--- config.mk ---
export PLATFORM = sky130hd
export DESIGN_NAME = pld_ctrl
export DESIGN_NICKNAME = d
export VERILOG_FILES = /design/src/hw/rtl/pld_pkg.sv /design/src/hw/rtl/pld_ctrl.sv
export SDC_FILE = /design/constraint.sdc
export NUM_CORES = 1
export LEC_CHECK = 0
export BUFFER_PORTS_ARGS = -buffer_cell sky130_fd_sc_hd__buf_2
export CAP_MARGIN = 20
export CORE_AREA = 4 4 41 43
export DETAILED_ROUTE_END_ITERATION = 10
export DIE_AREA = 0 0 45 47
export HOLD_SLACK_MARGIN = 0.1
export PLACE_DENSITY = 0.79
export SYNTH_ARGS = -nofsm -noshare
export SYNTH_HDL_FRONTEND = slang
export SYNTH_SLANG_ARGS = --single-unit
--- constraint.sdc ---
create_clock -name aclk -period 3.1 [get_ports aclk]
set_input_delay 0 -clock aclk [delete_from_list [all_inputs] [get_ports aclk]]
set_output_delay 0 -clock aclk [all_outputs]
set_load 0.005 [all_outputs]
--- src/hw/rtl/pld_pkg.sv ---
package pld_pkg;

    localparam int NORMAL_FRAC_BITS_DEF = 14;

    localparam int LANES       = 3;
    localparam int COORD_W     = 11;
    localparam int DIFF_W      = 12;
    localparam int NORMAL_W    = 16;
    localparam int COLOR_W     = 9;
    localparam int SUM_W       = 12;
    localparam int D2_W        = 24;
    localparam int DOT_W       = 29;
    localparam int MAG_W       = 27;
    localparam int DQ_W        = 16;
    localparam int FALL_W      = 17;
    localparam int PROD_W      = COLOR_W + FALL_W;
    localparam int NUM_W       = MAG_W + PROD_W;
    localparam int DQ350_W     = 25;
    localparam int SQRT_W      = 32;
    localparam int SQRT_STEPS  = 16;
    localparam int Q_BITS      = 13;
    localparam int CNT_W       = 4;

    localparam logic [D2_W-1:0]    FAR_D2      = 24'd62500;
    localparam logic [FALL_W-1:0]  FALLOFF_Q8  = 17'd89600;
    localparam logic [DQ350_W-1:0] FALLOFF_DEN = 25'd350;
    localparam logic [SUM_W-1:0]   Q_CLAMP     = 12'd4095;
    localparam logic signed [SUM_W+1:0] SUM_MAX = 14'sd2047;
    localparam logic signed [SUM_W+1:0] SUM_MIN = -14'sd2048;

    typedef struct packed {
        logic load;
        logic prod;
        logic sqrt_start;
        logic sqrt_step;
        logic scale;
        logic num;
        logic prep;
        logic div_step;
        logic clear_term;
        logic acc;
        logic emit;
    } pld_cmd_t;

    typedef struct packed {
        logic skip;
        logic last;
        logic out_free;
    } pld_stat_t;

endpackage

--- src/hw/rtl/pld_ctrl.sv ---
module pld_ctrl
    import pld_pkg::*;
(
    input  logic      aclk,
    input  logic      aresetn,
    input  logic      s_tvalid,
    output logic      s_tready,
    input  pld_stat_t stat,
    output pld_cmd_t  cmd
);

    localparam logic [3:0] S_IDLE  = 4'd0;
    localparam logic [3:0] S_PROD  = 4'd1;
    localparam logic [3:0] S_CHK   = 4'd2;
    localparam logic [3:0] S_SQRT  = 4'd3;
    localparam logic [3:0] S_SCALE = 4'd4;
    localparam logic [3:0] S_NUM   = 4'd5;
    localparam logic [3:0] S_PREP  = 4'd6;
    localparam logic [3:0] S_DIV   = 4'd7;
    localparam logic [3:0] S_ACC   = 4'd8;
    localparam logic [3:0] S_EMIT  = 4'd9;

    logic [3:0]       state_reg, state_next;
    logic [CNT_W-1:0] cnt_reg, cnt_next;

    always_ff @(posedge aclk) begin
        if (!aresetn) begin
            state_reg <= S_IDLE;
            cnt_reg   <= '0;
        end else begin
            state_reg <= state_next;
            cnt_reg   <= cnt_next;
        end
    end

    always_comb begin
        state_next = state_reg;
        cnt_next   = cnt_reg;
        cmd        = '0;
        s_tready   = 1'b0;
        unique case (state_reg)
            S_IDLE: begin
                s_tready = 1'b1;
                if (s_tvalid) begin
                    cmd.load   = 1'b1;
                    state_next = S_PROD;
                end
            end
            S_PROD: begin
                cmd.prod   = 1'b1;
                state_next = S_CHK;
            end
            S_CHK: begin
                if (stat.skip) begin
                    cmd.clear_term = 1'b1;
                    state_next     = S_ACC;
                end else begin
                    cmd.sqrt_start = 1'b1;
                    cnt_next       = '0;
                    state_next     = S_SQRT;
                end
            end
            S_SQRT: begin
                cmd.sqrt_step = 1'b1;
                cnt_next      = cnt_reg + 1'b1;
                if (cnt_reg == CNT_W'(SQRT_STEPS - 1)) state_next = S_SCALE;
            end
            S_SCALE: begin
                cmd.scale  = 1'b1;
                state_next = S_NUM;
            end
            S_NUM: begin
                cmd.num    = 1'b1;
                state_next = S_PREP;
            end
            S_PREP: begin
                cmd.prep   = 1'b1;
                cnt_next   = '0;
                state_next = S_DIV;
            end
            S_DIV: begin
                cmd.div_step = 1'b1;
                cnt_next     = cnt_reg + 1'b1;
                if (cnt_reg == CNT_W'(Q_BITS - 1)) state_next = S_ACC;
            end
            S_ACC: begin
                cmd.acc    = 1'b1;
                state_next = S_EMIT;
            end
            S_EMIT: begin
                if (!stat.last) begin
                    state_next = S_IDLE;
                end else if (stat.out_free) begin
                    cmd.emit   = 1'b1;
                    state_next = S_IDLE;
                end
            end
            default: state_next = S_IDLE;
        endcase
    end

endmodule

==> impl_results.md <==
* Worst hold margin at 0.1371 ns
* Mean Syn Cell Area at 7.914 µm²
* Die W at 45 µm
* Largest net degree at the start of global routing at 19
* # IOs at 18
* EDFF count, synth at 0
* Crit path required time at 3.25 ns
* Total gr overflow at 0
* Worst path arrival time at 1.68 ns
* # setup viols final at 0
* Sw Ratio at 33.14%
* Global-route wire length before repair at 2435 µm
* Detail Route Antenna Nets at 0
* CP endpoint kind: register
* Hold wc startpoint: stat[1]
* Int Pwr at 193.8 µW
* Critical Path Source Type: register
* Crit path max-delay family: flip-flops
* Synth area leader: dfxtp_1
* Vias/cell at 5.640
* Worst r2r src: state_reg[3]
* Hold path endpoint: state_reg[3]
* Fillers at 121
* Die area at 2115 µm²
* Logic pwr share at 25.7%
* Clk slew on worst S/H paths at 0.06 ns
* Final Max Slew Viols at 0
* Seq pwr share at 45.6%
* Fin crit period at 1.524 ns
* Pwr/cell area at 388.1 nW/µm²
* Synth cell count leaders: dfxtp_1 (8), nand2_1 (6), and3_1 (5), nand3_1 (5), nor2b_1 (4)
* Fmax at 656.2 MHz
* RSZ-0062 raised after global routing: false
* Die Y at 47 µm
* Routed WL at 1480 µm
* Async S/R FF share, synth at 0%
* DR DRC count at 0
* Cell area after placement at 714.4 µm²
* Cell Count, Final, Fillers Out at 111
* DPL Wire Length at 1090 µm
* TritonCTS Sinks at 8
* Routed wire per std cell at 13.33 µm
* Buffers on Ports at 17
* Vias in the first global route at 565
* Reg2Reg Capture Point: state_reg[0]
* Post-Synthesis Cell Area at 633.1 µm²
* Worst reg2reg path depth at 4
* H-tree depth at 1
* Initial antenna violation count at 0
* Measured slew at the worst slew-check pin at 0.5670 ns
* Cell with the most instances after synthesis: dfxtp_1
* ANT cells at 0
* CTS Buffer Depth at 2
* Yosys reg bits at 8
* Max_slew headroom at 62.15%
* Core Area at 1301 µm²
* Hold depth at 4
* Worst reg2reg setup slack at 1.58 ns
* Worst Setup SP: state_reg[3]
* Site row count at 13
* DRT iter0 DRCs at 9
* Distinct cells, synth at 37
* Min-delay worst type: in -> reg
* # nets final at 106
* Fin. Hold Viols at 0
* Sequential area share after synthesis at 25.30%
* Clock Power Share at 28.7%
* Setup Crit Path Kind: reg -> reg
* Outcome: completed
* Routability cong. at 0.7223
* Final instance area at 747.0 µm²
* Buf/Inv on CP at 0
* CTS resizes at 0
* Total iterations of the first detailed-routing run at 4
* Synth-to-layout area growth at 17.98%
* Initial Utilization at 48.65%
* Worst vdd ir at 259.3 µV
* Placed insts at 107
* Clk root buf: clkbuf_4
* Cell Chain, Critical Path: and4b_4 -> a32oi_2 -> nand2_2 -> o21a_1
* Mapped Nets at 88
* Ys Warns at 0
* LEAKAGE at 0.0003286 µW
* Setup TNS at 0 ns
* Final Skew at 0.0007921 ns
* Synth top area share at 25.30%
* Worst path max stage delay at 0.58 ns
* CTS tree: yes
* MaxCap Viol Count at 0
* Share of cells above drive strength 1 at 30.21%
* Via Count at 626
* Final core utilization at 57.40%
* Highest-delay cell along the critical path: dfxtp_1
* CP max FO at 15
* P_sw at 96.07 µW
* Number of CTS-inserted buffers at 3
* Cells taking the most area after synthesis: dfxtp_1 (25%), and3_1 (4.9%), ha_1 (4.0%)
* Syn Inst Count at 80
* Top FF cell, synth: dfxtp_1
* GRT Overall Usage at 16.15%
* Final period util at 49.16%
* Worst-skew pair later-pin latency at 0.26 ns
power by group through the flow:
stage / Sequential [µW] / Clock [µW] / Combinational, µW
2_1_floorplan: 118 / 0 / 64.7
3_3_place_gp: 133 / 0 / 72.1
3_5_place_dp: 133 / 0 / 73.9
4_1_cts: 131 / 85.5 / 75.0
5_1_grt: 135 / 90.3 / 82.7
6_report: 132 / 83.2 / 74.5
cells by family (layout without fill, tap and decap cells):
logic type	after synthesis	count (layout)	share of synthesized area (%)
adders and majority gates	2	2	3.952
buffers and inverters	8	24	5.336
muxes	2	2	3.162
and+or+nand+nor	44	44	43.28
AOI/OAI and AO/OA	16	16	18.97
DFF	8	8	25.30
per-layer routing:
| metal | track usage (%) | wire, µm | share of wire [%] |
|---|---|---|---|
| met5 | 0 | 0 | 0 |
| met1 | 19.45 | 640 | 43 |
| met3 | 3.448 | 80 | 5.4 |
| met4 | 10.53 | 26 | 1.8 |
| met2 | 25.99 | 733 | 50 |
worst reg2reg max path, cell delays in order, from the launching register on:
cell,delay [ns]
dfxtp_1,0.58
and4b_4,0.27
a32oi_2,0.28
nand2_2,0.10
o21a_1,0.19
placed cells by master, fill, tap and decap left out, types with 3 or more instances in the layout:
| master | Yosys | final |
|---|---|---|
| buf_2 | 3 | 17 |
| dfxtp_1 | 8 | 8 |
| nand2b_1 | 3 | 3 |
| nand3_1 | 5 | 5 |
| nor3_1 | 3 | 3 |
| clkbuf_4 | 0 | 3 |
| o21ai_0 | 3 | 3 |
| nand2_1 | 6 | 6 |
| and3_1 | 5 | 5 |
| nor2_1 | 3 | 3 |
| nor2b_1 | 4 | 4 |
| inv_1 | 3 | 3 |
cell type report:
type	instances	area, µm²	share of cell area, %
Clock buffer	3	22.52	3.015
Sequential cell	8	160.2	21.44
Multi-Input combinational cell	64	439.2	58.79
Tap cell	15	18.77	2.513
Timing Repair Buffer	18	95.09	12.73
Inverter	3	11.26	1.508
stage by stage:
stage | power, µW | setup slack (ns)
2_1_floorplan | 182.8 | 1.844
3_3_place_gp | 204.7 | 1.631
3_5_place_dp | 207.2 | 1.593
4_1_cts | 291.7 | 1.586
5_1_grt | 307.8 | 1.462
6_report | 289.9 | 1.576
how the worst max path moves through the flow:
stage	end	slack (ns)	depth (start not counted)
finish	state_reg[0]	1.58	4
CTS	state_reg[0]	1.59	4
floorplan	state_reg[0]	1.84	5
detailed placement	state_reg[0]	1.59	4
global placement	state_reg[0]	1.63	4
global route	state_reg[0]	1.46	4
what timing repair did:
action / in CTS / in global routing
buffers inserted: 0 / 0
hold endpoints to repair: 8 / 0
hold buffers: 1 / 0
(Power assumes the default switching activity.)
